`src/rtl/luma_edge_deblock_filter_defines.svh`:
```
// Assertion macros for the luma edge deblocking filter.
// Included by the top level; depends on nothing else.
`ifndef LUMA_EDGE_DEBLOCK_FILTER_DEFINES_SVH
`define LUMA_EDGE_DEBLOCK_FILTER_DEFINES_SVH

// The consequent must hold in the same cycle as the antecedent.
`define LEDF_ASSERT_SAME(label, clk, rst_n, ante, cons, msg) \
  label: assert property (@(posedge clk) disable iff (!(rst_n)) (ante) |-> (cons)) \
    else $error(msg);

// The consequent must hold in the cycle after the antecedent.
`define LEDF_ASSERT_NEXT(label, clk, rst_n, ante, cons, msg) \
  label: assert property (@(posedge clk) disable iff (!(rst_n)) (ante) |=> (cons)) \
    else $error(msg);

`endif

```
`src/rtl/ledf_pkg.sv`:
```
// Types and the single-line filter function of the luma edge deblocking filter.
// Used by luma_edge_deblock_filter; depends on nothing else.
package ledf_pkg;

  typedef logic [7:0] pixel_t;

  typedef struct packed {
    logic              func;
    logic [7:0]        edge_alpha;
    logic [4:0]        edge_beta;
    logic signed [5:0] clip_limit;
    pixel_t            left_px0;
    pixel_t            left_px1;
    pixel_t            left_px2;
    pixel_t            left_px3;
    pixel_t            right_px0;
    pixel_t            right_px1;
    pixel_t            right_px2;
    pixel_t            right_px3;
  } line_t;

  typedef struct packed {
    pixel_t left_out0;
    pixel_t left_out1;
    pixel_t left_out2;
    pixel_t right_out0;
    pixel_t right_out1;
    pixel_t right_out2;
  } result_t;

  typedef logic signed [11:0] sval_t;

  localparam sval_t PixMin = 12'sd0;
  localparam sval_t PixMax = 12'sd255;

  function automatic sval_t clip3(input sval_t v, input sval_t lo, input sval_t hi);
    sval_t r;
    if (v < lo) begin
      r = lo;
    end else if (v > hi) begin
      r = hi;
    end else begin
      r = v;
    end
    return r;
  endfunction

  function automatic logic [7:0] abs_diff(input pixel_t a, input pixel_t b);
    return (a > b) ? (a - b) : (b - a);
  endfunction

  function automatic sval_t sext(input pixel_t p);
    return $signed({4'b0000, p});
  endfunction

  function automatic result_t filter_line(input line_t ln);
    result_t     res;
    logic [7:0]  dpq;
    logic        edge_ok;
    logic        ap;
    logic        aq;
    logic        near;
    logic [6:0]  near_lim;
    sval_t       p0;
    sval_t       p1;
    sval_t       p2;
    sval_t       q0;
    sval_t       q1;
    sval_t       q2;
    sval_t       tc0;
    sval_t       tc;
    sval_t       avg;
    sval_t       dp1;
    sval_t       dq1;
    sval_t       dlt;
    sval_t       np0;
    sval_t       np1;
    sval_t       nq0;
    sval_t       nq1;
    logic [10:0] up0;
    logic [10:0] up1;
    logic [10:0] up2;
    logic [10:0] up3;
    logic [10:0] uq0;
    logic [10:0] uq1;
    logic [10:0] uq2;
    logic [10:0] uq3;
    logic [10:0] s_p0;
    logic [10:0] s_p1;
    logic [10:0] s_p2;
    logic [10:0] s_q0;
    logic [10:0] s_q1;
    logic [10:0] s_q2;
    logic [10:0] w_p0;
    logic [10:0] w_q0;

    dpq     = abs_diff(ln.left_px0, ln.right_px0);
    edge_ok = (dpq < ln.edge_alpha)
              && (abs_diff(ln.left_px1, ln.left_px0) < {3'b000, ln.edge_beta})
              && (abs_diff(ln.right_px1, ln.right_px0) < {3'b000, ln.edge_beta});
    ap      = abs_diff(ln.left_px2, ln.left_px0) < {3'b000, ln.edge_beta};
    aq      = abs_diff(ln.right_px2, ln.right_px0) < {3'b000, ln.edge_beta};
    near_lim = {1'b0, ln.edge_alpha[7:2]} + 7'd2;
    near    = {1'b0, dpq} < {2'b00, near_lim};

    res.left_out0  = ln.left_px0;
    res.left_out1  = ln.left_px1;
    res.left_out2  = ln.left_px2;
    res.right_out0 = ln.right_px0;
    res.right_out1 = ln.right_px1;
    res.right_out2 = ln.right_px2;

    // Normal mode.
    p0  = sext(ln.left_px0);
    p1  = sext(ln.left_px1);
    p2  = sext(ln.left_px2);
    q0  = sext(ln.right_px0);
    q1  = sext(ln.right_px1);
    q2  = sext(ln.right_px2);
    tc0 = {{6{ln.clip_limit[5]}}, ln.clip_limit};
    tc  = tc0 + sval_t'(ap) + sval_t'(aq);
    avg = (p0 + q0 + 12'sd1) >>> 1;
    dp1 = (p2 + avg - (p1 <<< 1)) >>> 1;
    dq1 = (q2 + avg - (q1 <<< 1)) >>> 1;
    np1 = p1 + clip3(dp1, -tc0, tc0);
    nq1 = q1 + clip3(dq1, -tc0, tc0);
    dlt = (((q0 - p0) <<< 2) + (p1 - q1) + 12'sd4) >>> 3;
    dlt = clip3(dlt, -tc, tc);
    np0 = clip3(p0 + dlt, PixMin, PixMax);
    nq0 = clip3(q0 - dlt, PixMin, PixMax);

    // Strong mode.
    up0  = {3'b000, ln.left_px0};
    up1  = {3'b000, ln.left_px1};
    up2  = {3'b000, ln.left_px2};
    up3  = {3'b000, ln.left_px3};
    uq0  = {3'b000, ln.right_px0};
    uq1  = {3'b000, ln.right_px1};
    uq2  = {3'b000, ln.right_px2};
    uq3  = {3'b000, ln.right_px3};
    s_p0 = (up2 + (up1 << 1) + (up0 << 1) + (uq0 << 1) + uq1 + 11'd4) >> 3;
    s_p1 = (up2 + up1 + up0 + uq0 + 11'd2) >> 2;
    s_p2 = ((up3 << 1) + (up2 << 1) + up2 + up1 + up0 + uq0 + 11'd4) >> 3;
    s_q0 = (up1 + (up0 << 1) + (uq0 << 1) + (uq1 << 1) + uq2 + 11'd4) >> 3;
    s_q1 = (up0 + uq0 + uq1 + uq2 + 11'd2) >> 2;
    s_q2 = ((uq3 << 1) + (uq2 << 1) + uq2 + uq1 + uq0 + up0 + 11'd4) >> 3;
    w_p0 = ((up1 << 1) + up0 + uq1 + 11'd2) >> 2;
    w_q0 = ((uq1 << 1) + uq0 + up1 + 11'd2) >> 2;

    if (edge_ok) begin
      if (!ln.func) begin
        if (!ln.clip_limit[5]) begin
          if (ap) begin
            res.left_out1 = np1[7:0];
          end
          if (aq) begin
            res.right_out1 = nq1[7:0];
          end
          res.left_out0  = np0[7:0];
          res.right_out0 = nq0[7:0];
        end
      end else if (near && ap) begin
        res.left_out0 = s_p0[7:0];
        res.left_out1 = s_p1[7:0];
        res.left_out2 = s_p2[7:0];
      end else begin
        res.left_out0 = w_p0[7:0];
      end
      if (ln.func) begin
        if (near && aq) begin
          res.right_out0 = s_q0[7:0];
          res.right_out1 = s_q1[7:0];
          res.right_out2 = s_q2[7:0];
        end else begin
          res.right_out0 = w_q0[7:0];
        end
      end
    end
    return res;
  endfunction

endpackage

```
`src/rtl/luma_edge_deblock_filter.sv`:
```
// Top level of the luma edge deblocking filter: input register, filter logic, result register.
// Depends on ledf_pkg and luma_edge_deblock_filter_defines.svh.
//
// Filters one line of eight luma pixels across a block edge per word, in normal or strong
// mode, and returns the six inner pixels. A word is accepted every cycle while the output
// side keeps taking results; the word is held in the input register, and the filter logic
// behind it loads the result register when that register is empty or its result is taken.
// in_stall_o rises only when both registers hold words and out_stall_i is high. No state
// is kept between words.
`include "luma_edge_deblock_filter_defines.svh"

module luma_edge_deblock_filter (
  input  logic                 clk_i,
  input  logic                 rst_ni,
  input  logic                 in_valid_i,
  output logic                 in_stall_o,
  input  logic                 func_i,
  input  logic [7:0]           edge_alpha_i,
  input  logic [4:0]           edge_beta_i,
  input  logic signed [5:0]    clip_limit_i,
  input  ledf_pkg::pixel_t     left_px0_i,
  input  ledf_pkg::pixel_t     left_px1_i,
  input  ledf_pkg::pixel_t     left_px2_i,
  input  ledf_pkg::pixel_t     left_px3_i,
  input  ledf_pkg::pixel_t     right_px0_i,
  input  ledf_pkg::pixel_t     right_px1_i,
  input  ledf_pkg::pixel_t     right_px2_i,
  input  ledf_pkg::pixel_t     right_px3_i,
  output logic                 out_valid_o,
  input  logic                 out_stall_i,
  output ledf_pkg::pixel_t     left_out0_o,
  output ledf_pkg::pixel_t     left_out1_o,
  output ledf_pkg::pixel_t     left_out2_o,
  output ledf_pkg::pixel_t     right_out0_o,
  output ledf_pkg::pixel_t     right_out1_o,
  output ledf_pkg::pixel_t     right_out2_o
);
  import ledf_pkg::*;

  line_t   line_q;
  line_t   line_d;
  logic    line_vld_q;
  result_t res_q;
  result_t res_d;
  logic    res_vld_q;
  logic    res_adv;
  logic    line_adv;

  assign res_adv    = !res_vld_q || !out_stall_i;
  assign line_adv   = !line_vld_q || res_adv;
  assign in_stall_o = !line_adv;

  assign line_d = '{
    func:       func_i,
    edge_alpha: edge_alpha_i,
    edge_beta:  edge_beta_i,
    clip_limit: clip_limit_i,
    left_px0:   left_px0_i,
    left_px1:   left_px1_i,
    left_px2:   left_px2_i,
    left_px3:   left_px3_i,
    right_px0:  right_px0_i,
    right_px1:  right_px1_i,
    right_px2:  right_px2_i,
    right_px3:  right_px3_i
  };

  assign res_d = filter_line(line_q);

  always_ff @(posedge clk_i or negedge rst_ni) begin
    if (!rst_ni) begin
      line_vld_q <= 1'b0;
      res_vld_q  <= 1'b0;
    end else begin
      if (line_adv) begin
        line_vld_q <= in_valid_i;
      end
      if (res_adv) begin
        res_vld_q <= line_vld_q;
      end
    end
  end

  always_ff @(posedge clk_i) begin
    if (line_adv && in_valid_i) begin
      line_q <= line_d;
    end
    if (res_adv && line_vld_q) begin
      res_q <= res_d;
    end
  end

  assign out_valid_o  = res_vld_q;
  assign left_out0_o  = res_q.left_out0;
  assign left_out1_o  = res_q.left_out1;
  assign left_out2_o  = res_q.left_out2;
  assign right_out0_o = res_q.right_out0;
  assign right_out1_o = res_q.right_out1;
  assign right_out2_o = res_q.right_out2;

  `LEDF_ASSERT_SAME(a_stall_only_when_full, clk_i, rst_ni, in_stall_o,
                    line_vld_q && res_vld_q && out_stall_i, "input stalled without a full pipe")
  `LEDF_ASSERT_NEXT(a_line_reaches_output, clk_i, rst_ni, line_vld_q && !out_stall_i,
                    out_valid_o, "registered word did not reach the result register")
  `LEDF_ASSERT_NEXT(a_drain, clk_i, rst_ni, !line_vld_q && out_valid_o && !out_stall_i,
                    !out_valid_o, "result repeated after it was taken")

endmodule
```
`config.mk`:
```
export PLATFORM = sky130hd
export DESIGN_NAME = luma_edge_deblock_filter
export DESIGN_NICKNAME = d
export VERILOG_FILES = /design/src/rtl/ledf_pkg.sv /design/src/rtl/luma_edge_deblock_filter.sv
export VERILOG_INCLUDE_DIRS = /design/src /design/src/rtl
export SDC_FILE = /design/constraint.sdc
export NUM_CORES = 1
export LEC_CHECK = 0
export BUFFER_PORTS_ARGS = -buffer_cell sky130_fd_sc_hd__clkbuf_2
export CORE_UTILIZATION = 45
export CTS_BUF_LIST = sky130_fd_sc_hd__clkbuf_8
export CTS_CLUSTER_DIAMETER = 150
export DETAILED_ROUTE_END_ITERATION = 8
export PLACE_DENSITY = 0.58
export SLEW_MARGIN = 20
export SYNTH_ARGS = -nofsm -noshare
export SYNTH_HDL_FRONTEND = slang
export SYNTH_SLANG_ARGS = --single-unit
```
`constraint.sdc`:
```
create_clock -name clk_i -period 14.1 [get_ports clk_i]
set_clock_uncertainty 0.15 [all_clocks]
set_input_delay 0.705 -clock clk_i [delete_from_list [all_inputs] [get_ports clk_i]]
set_output_delay 0.705 -clock clk_i [all_outputs]
set_load 0.02 [all_outputs]
```
# Yosys cells after proc, flatten, opt, wreduce, memory -nomap -nowiden

Cells that the tools add are included.

Flip-flop bits (word level): 134
Output and inout bits: 50
Word-level logic and storage cells: 146

Add/subtract/negate cells: 65
$lt $le $gt $ge: 21
Mux-type cells: 28
Reductions and logical operators: 12

Operators by type and width:

| operator                                             | number |
|---|---|
| 2-to-1 mux 8 bit                                     | 18 |
| 2-to-1 mux 16 bit                                    | 6 |
| adder 11 x 8 -> 11 bit                               | 8 |
| subtractor 8 bit                                     | 10 |
| 2-to-1 mux 48 bit                                    | 1 |
| adder 11 x 3 -> 11 bit (second input constant)       | 4 |
| adder 10 x 2 -> 10 bit (second input constant)       | 4 |
| adder 10 x 8 -> 10 bit                               | 4 |
| adder 8 x 9 -> 10 bit                                | 4 |
| adder 9 x 8 -> 10 bit                                | 4 |
| > comparator 8 bit                                   | 5 |
| < comparator 8 x 5 -> 1 bit                          | 4 |
| adder 8 x 8 -> 9 bit                                 | 3 |
| > comparator 12 x 9 -> 1 bit (second input constant) | 2 |
| < comparator 10 x 12 -> 1 bit                        | 2 |
| < comparator 12 x 1 -> 1 bit (second input constant) | 2 |
| 2-to-1 mux 12 bit                                    | 2 |
| 2-to-1 mux 24 bit                                    | 1 |
| adder 10 x 8 -> 11 bit                               | 2 |
| adder 10 x 9 -> 11 bit                               | 2 |
| adder 11 x 9 -> 11 bit                               | 2 |
| subtractor 10 x 9 -> 11 bit                          | 2 |
| adder 9 x 9 -> 10 bit                                | 2 |
| > comparator 10 x 6 -> 1 bit                         | 2 |
| 19 further kinds                                     | 30 |

# Longest topological paths before layout

Gate-level depths: netlist of run 1.

Word-level depth: 17
Depth in mapped cells: 45
Gate-level depth less buffers: 44

# Worst setup path after synthesis of run 1

Ideal clock, no wire load.

Path type: register -> register
Start: reg line_q[57] (netlist name)
End: reg res_q, in the netlist left_out0_o[6] (data pin)
Setup time: 0.270 ns
Arrival: 9.545 ns
Required time: 13.680 ns
Setup slack: 4.134 ns
Stages on the path, launching flop included: 40
Period minus slack after synthesis: 9.966 ns
Cell sequence: edfxtp_1 -> inv_1 -> fa_1 -> nand3_1 -> a21oi_2 -> o22ai_4 -> mux2_2 -> ha_1 -> a21boi_0 -> o21a_1 -> o21ai_0 -> nand2b_1 -> a21oi_1 -> nor4b_4 -> fa_1 -> ha_1 -> inv_1 -> ha_1 -> [4 not listed] -> ha_1 -> a2111oi_0 -> nand2_1 -> o21ai_1 -> clkbuf_1 -> nand2_1 -> o21ai_0 -> ha_1 -> a211oi_1 -> nor2_1 -> o31a_1 -> or3_1 -> a21oi_1 -> o32ai_1 -> o22a_1 -> or2_2 -> a221oi_1 -> o22ai_1

RTL lines:

| what                   | RTL line                       | RTL |
|---|---|---|
| from (decl)            | luma_edge_deblock_filter.sv:40 | `line_t line_q;` |
| from (signal assigned) | luma_edge_deblock_filter.sv:86 | `line_q <= line_d;` |
| to (signal assigned)   | luma_edge_deblock_filter.sv:89 | `res_q <= res_d;` |
| to (decl)              | luma_edge_deblock_filter.sv:43 | `result_t res_q;` |

==> impl_metrics.toml, run 1 <==
[status]
status = "completed"

[worst_setup_path]
crit_slowest_cell = "a311oi_1"
critPathLaunch = "line_q[13]"
crit_top_cell = "ha_1"
reg2regPathDepth = 39
crit_fanout = 10
criticalPathCategory = "reg -> reg"
slowest_delay_ns = 0.83
cp-end-kind = "flop"
rrSetupSlack_ns = 2.40
critPathTopFamily = "compound AO/OA/AOI/OAI gates"
cp.buffers_inverters = 4
r2r_end = "right_out0_o[4]"
crit_end = "right_out0_o[4]"
arrival_ns = 11.90
required_ns = 14.30
r2r-start = "line_q[13]"
cp-start-kind = "flop"
cp.depth = 39

[cells_and_area]
syn_to_final_growth_pct = 9.69
fill_cells = 4128
multi_input_area_sq_um = 15300
layout-drive-gt1-share = 0.114
nNetsFinal = 2815
diodes = 0
layout_commonest_cell = "ha_1"
seq_area_sq_um = 4010
mostFrequentLayoutCells = "ha_1, inv_1, fa_1"

[placed_design]
gp_congestion = 0.948
hpwl_um = 55300
portBuffers = 137

[hold_path]
min_path_cells = 1
hold_class = "in -> reg"

[cts]
numCtsBuffers = 17
clock_path_buffers = 2
htree_levels = 4
clock_latency_ns = 0.60
ctsResizeCount = 0
cts_tree = "done"
root_buffer = "clkbuf_8"
clock-sinks = 134
cts.clk_slew.worst_paths_ns = 0.11

[pwr]
power_mw = 3.91
peakVddDrop_mv = 0.122
power_density_nw_per_um2 = 176
leakagePower_nw = 9.97

[synthesis]
yosysUniqueCellTypes = 99
yosysWarnings = 0
synth_seq_area_share = 0.199
synth_seq_cells = 134
synth_ff_type = "edfxtp_1"
synth_area_leader_cell = "ha_1"
yosys.area.top_type_share = 0.212
syn_inst = 2057
synth-async-reset-ratio = 0.0149
syn_area_per_cell_sq_um = 9.83
synth_area_sq_um = 20200
synth-edff-count = 132
yosys-top-cells-area = "ha_1, edfxtp_1, fa_1, xnor2_1, inv_1"
synth_nets = 2659

[drt]
drc = 0
drtIter0Drc = 1370
vias = 16662
ant_nets = 0
firstDrtPassIters = 7
wl_per_cell_um = 24.7
drt-total-wl_um = 69600
avgViaCountPerCell = 5.91

[sta]
min_period_ns = 11.70
setup_tns_ns = 0
rsz0062_at_grt = "false"
maxSlewViolCount = 0
tightest_slew_ns = 1.08
setup-violations-final = 0
slew_headroom = 0.272
max_freq_mhz = 85.5
period_share = 0.830
final_hold_viol_count = 0

[grt]
grt_pass1_vias = 16492
antenna_found_initial = 2
overflow = 0
grt_util_all_layers = 0.309
grt_max_degree = 49
grt_pass1_wl_um = 104000

[die]
io_pins = 138
die_x_um = 214
initial_utilization = 0.457
die_area_sq_um = 45800
core-area_sq_um = 44200
rows = 77
die_h_um = 214

[run]
maxCapViolCount = 0
==> registers in the layout, indices dropped and copies added (netlist names) <==
name	cells
line_vld_q	1
left_out2_o	8
right_out1_o	8
left_out0_o	8
out_valid_o	1
right_out2_o	8
left_out1_o	8
right_out0_o	8
line_q	84
==> cell usage after synthesis (8+ instances only) <==
master / n
nand3b_1: 10
nand2_1: 94
xor2_1: 36
nor2_1: 126
nor2b_1: 24
xnor2_1: 90
inv_1: 198
nand3_1: 39
o211ai_1: 14
clkbuf_1: 16
edfxtp_1: 132
o21bai_1: 24
nand4_1: 17
o22ai_1: 11
mux2i_1: 38
o21ai_1: 14
nor3_1: 48
a21oi_1: 146
buf_2: 18
and3_1: 13
o21a_1: 38
a21boi_0: 10
a31oi_1: 14
nand2b_1: 16
a221o_1: 9
fa_1: 172
a21o_1: 51
a211oi_1: 23
ha_1: 342
o21ai_0: 96
o2111ai_1: 8
and2_1: 12
==> worst min-delay path by stage <==
stage                  endpoint          start  slack (ns)
floorplan            line_vld_q         rst_ni        0.26
global placement    out_valid_o     line_vld_q        0.31
detailed placement  out_valid_o     line_vld_q        0.33
CTS                  line_q[32]  left_px3_i[0]        0.08
global route         line_q[32]  left_px3_i[0]        0.11
finish               line_q[32]  left_px3_i[0]        0.13
==> through the flow <==
stage	worst slack (ns)	utilization	hold slack, ns	std cells	cell area, sq um
2_1_floorplan	4.13	-	0.259	2057	20200
3_3_place_gp	2.79	0.492	0.309	2785	21800
3_5_place_dp	2.61	0.492	0.330	2785	21800
4_1_cts	2.58	0.501	0.0757	2818	22200
5_1_grt	1.39	0.501	0.111	2818	22200
6_report	2.40	0.501	0.130	2818	22200
==> power breakdown <==
group	switching, mW	internal (mW)
sequential	0.0336	0.472
clock	0.211	0.166
combinational	1.79	1.24
==> kinds of logic (layout without fill, tap and decap cells) <==
kind of cell / Yosys count / count (layout) / share of synthesized area
AOI/OAI and AO/OA: 545 / 545 / 0.180
xor gates and xnor gates: 126 / 126 / 0.0546
adders and majority gates: 514 / 514 / 0.382
buffers and inverters: 239 / 408 / 0.0464
DFF: 134 / 134 / 0.199
muxes: 49 / 49 / 0.0251
and+or+nand+nor: 450 / 450 / 0.113
==> layer usage <==
metal,up-vias,share of wire,GRT usage
met3,101,0.063,0.0516
met1,8248,0.45,0.430
li1,7756,-,-
met4,2,0.031,0.109
met5,-,0.00026,0
met2,555,0.45,0.483
==> worst reg2reg max path: cells and delay by family (launching register included) <==
kind	cells	cell delay, ns
AOI/OAI and AO/OA	18	5.33
DFF	1	0.66
adders and majority gates	7	2.19
muxes	2	0.97
and+or+nand+nor	8	1.70
buffers and inverters	4	0.45
==> repair_timing <==
| action | 4_1_cts | 5_1_grt |
|---|---|---|
| setup endpoints to repair | 0 | 0 |
| hold endpoints to repair | 2 | 0 |
| hold buffers | 1 | 0 |
| buffers inserted | 0 | 0 |
==> area by class of cell <==
class	count	share of cell area
tap	592	0.0334
clock inverter	14	0.00733
inverter	200	0.0339
multi-input combinational	1684	0.689
clock buffer	18	0.0112
sequential	134	0.181
timing repair buffer	176	0.0442
Note: power is estimated with default switching activity, not from simulation.
==> run 2: changes to the inputs <==
--- a/config.mk
+++ b/config.mk
@@ -6,12 +6,13 @@
 export SDC_FILE = /design/constraint.sdc
 export NUM_CORES = 1
 export LEC_CHECK = 0
+export ABC_AREA = 1
 export BUFFER_PORTS_ARGS = -buffer_cell sky130_fd_sc_hd__clkbuf_2
 export CORE_UTILIZATION = 45
 export CTS_BUF_LIST = sky130_fd_sc_hd__clkbuf_8
 export CTS_CLUSTER_DIAMETER = 150
 export DETAILED_ROUTE_END_ITERATION = 8
-export PLACE_DENSITY = 0.58
+export PLACE_DENSITY = 0.6
 export SLEW_MARGIN = 20
 export SYNTH_ARGS = -nofsm -noshare
 export SYNTH_HDL_FRONTEND = slang
==> constraint.sdc (replaced) <==
create_clock -name clk_i -period 10.3 [get_ports clk_i]
set_clock_uncertainty 0.15 [all_clocks]
set_input_delay 0.515 -clock clk_i [delete_from_list [all_inputs] [get_ports clk_i]]
set_output_delay 0.515 -clock clk_i [all_outputs]
set_load 0.02 [all_outputs]
==> run 2 against run 1 <==
  * Count of clock-buffer cells in the layout shrank 1
  * The run now ends with design-rule violations left
  * Clock power grew 30%
  * Die area grew 5.9%
  * Largest power group unchanged
  * First-iteration DRC count grew 1.6%
  * Final cell count grew 26%
  * Highest routed layer is now met4
  * Non-clock buffer count grew 98
  * Worst setup slack lost 1.1 ns
  * Critical path depth grew 5
  * Register-to-register slack lost 1.1 ns
  * Total power grew 56%
==> impl_metrics.toml, run 2 <==
[worst_setup_path]
reg2regPathDepth = 44
criticalPathCategory = "reg -> reg"
rrSetupSlack_ns = 1.33
arrival_ns = 9.28
crit_slowest_cell = "edfxtp_1"
slowest_delay_ns = 0.73
cp-start-kind = "flop"
crit_top_cell = "nand2_1"
r2r_end = "right_out0_o[2]"
critPathTopFamily = "simple AND/OR/NAND/NOR gates"
required_ns = 10.61
crit_fanout = 15
cp.buffers_inverters = 5
cp-end-kind = "flop"
r2r-start = "line_q[30]"

[hold_path]
hold_class = "in -> async"

[cells_and_area]
multi_input_area_sq_um = 15700
seq_area_sq_um = 4010
largest_reg_flops = 84
nNetsFinal = 3528
layout_commonest_cell = "nand2_1"
syn_to_final_growth_pct = 13.6
layout-drive-gt1-share = 0.100
fill_cells = 4496
regMostFlops = "line_q"
finalInstanceArea_sq_um = 24300
mostFrequentLayoutCells = "nand2_1, inv_1, ha_1"

[sta]
final_hold_viol_count = 0
fin_ws_ns = 1.33
maxSlewViolCount = 0
period_share = 0.871
setup_tns_ns = 0
max_freq_mhz = 111
rsz0062_at_grt = "false"
min_period_ns = 8.97
slew_headroom = 0.406
tightest_slew_ns = 0.891
setup-violations-final = 0

[drt]
avgViaCountPerCell = 5.40
drtIter0Drc = 1392
ant_nets = 0
vias = 19162
drc = 10
drt-total-wl_um = 76600
firstDrtPassIters = 7
wl_per_cell_um = 21.6

[die]
initial_utilization = 0.458
die_h_um = 220
rows = 79
die_area_sq_um = 48500
die_x_um = 220
io_pins = 138
core-area_sq_um = 46800

[cts]
root_buffer = "clkbuf_8"
ctsResizeCount = 0
clock-sinks = 134
clock_latency_ns = 0.60
cts.clk_slew.worst_paths_ns = 0.12
clock_path_buffers = 2
htree_levels = 4
cts_tree = "done"
numCtsBuffers = 17

[grt]
overflow = 0
grt_pass1_wl_um = 116000
antenna_found_initial = 0
grt_util_all_layers = 0.327
grt_max_degree = 49
grt_pass1_vias = 19325

[placed_design]
dp_worst_setup_slack_ns = 1.45
portBuffers = 137
hpwl_um = 61200
dpl-instance-area_sq_um = 23100
gp_congestion = 1.02

[synthesis]
synth_seq_cells = 134
yosys.area.top_type_share = 0.200
synth_seq_area_share = 0.187
yosysWarnings = 0
synthTopCellsByCount = "nand2_1, inv_1, ha_1"
syn_area_per_cell_sq_um = 8.04
yosysUniqueCellTypes = 59
yosys-top-cells-area = "ha_1, edfxtp_1, fa_1, nand2_1, inv_1"
synth_simple_gate_area_frac = 0.209
synth-async-reset-ratio = 0.0149
synth_xor_area_frac = 0.0572
synth_fa_ha_area_frac = 0.360
synth-edff-count = 132
synth_area_leader_cell = "ha_1"
synth_top_family_by_area = "adder cells"
muxShareOfSynthArea = 0.00286
synth_ff_type = "edfxtp_1"
yosysMostFrequentCell = "nand2_1"
synth_nets = 3266
syn_inst = 2664
synth_area_sq_um = 21400
synth_compound_area_frac = 0.104

[pwr]
peakVddDrop_mv = 0.191
leakagePower_nw = 12.4
power_mw = 6.11
power_density_nw_per_um2 = 251

[status]
violations = "design-rule violations"
status = "complete, but fails checks"

[run]
maxCapViolCount = 0
==> run 2: changes by cell type in the layout (fill, tap and decap cells not counted), moves of 42 or more <==
cell / delta
nand2_1: +573
inv_1: +186
nand3_1: +97
dlygate4sd3_1: +86
a21oi_1: +54
xor2_1: +54
xnor2_1: -42
==> run 2: final cells by class <==
cell class	instances	share of cell area
Tap cell	607	0.0312
Sequential cell	134	0.165
Clock buffer	17	0.00961
Clock inverter	15	0.00642
Multi-Input combinational cell	2094	0.645
Antenna cell	1	0.000103
Inverter	405	0.0630
Timing Repair Buffer	274	0.0794
==> run 2: worst max path at each step <==
stage                from              end  slack (ns)  cells past startpoint
2_1_floorplan  line_q[25]  right_out0_o[0]        2.41                     50
3_3_place_gp   line_q[28]  right_out0_o[0]        1.60                     42
3_5_place_dp   line_q[46]  right_out0_o[4]        1.45                     45
4_1_cts        line_q[26]  right_out0_o[4]        1.42                     45
5_1_grt        line_q[56]  right_out0_o[4]        0.53                     48
6_report       line_q[30]  right_out0_o[2]        1.33                     44
==> run 2: metal layers <==
metal | track usage | share of wire | vias up
met5 | 0 | 0 | -
met4 | 0.161 | 0.048 | 0
met3 | 0.0484 | 0.056 | 145
met2 | 0.530 | 0.46 | 614
met1 | 0.426 | 0.44 | 9122
li1 | - | - | 9281
==> run 2: power by group <==
part | total (mW) | switching, mW | internal, mW
clock network | 0.490 | 0.290 | 0.201
registers | 0.703 | 0.0465 | 0.657
logic | 4.92 | 3.08 | 1.83
total | 6.11 | 3.42 | 2.69
==> run 2: through the flow <==
step	instances	utilization	hold slack (ns)
global route	3546	0.521	0.107
finish	3547	0.521	0.111
detailed placement	3427	0.494	0.158
CTS	3546	0.521	0.0383
floorplan	2664	-	0.0694
global placement	3427	0.494	0.153
==> run 2: kinds of logic (layout without fill, tap and decap cells) <==
logic type | Yosys count | count (layout)
AOI/OAI and AO/OA | 397 | 397
xor gates and xnor gates | 139 | 139
adders and majority gates | 514 | 514
buffers and inverters | 436 | 711
DFF | 134 | 134
muxes | 6 | 6
other | 0 | 1
and+or+nand+nor | 1038 | 1038
==> run 2: timing repair <==
action                                  4_1_cts  5_1_grt
hold endpoints to repair                     88        0
endpoints found under the setup margin        0        0
hold buffers                                 87        0
buffers inserted                              0        0
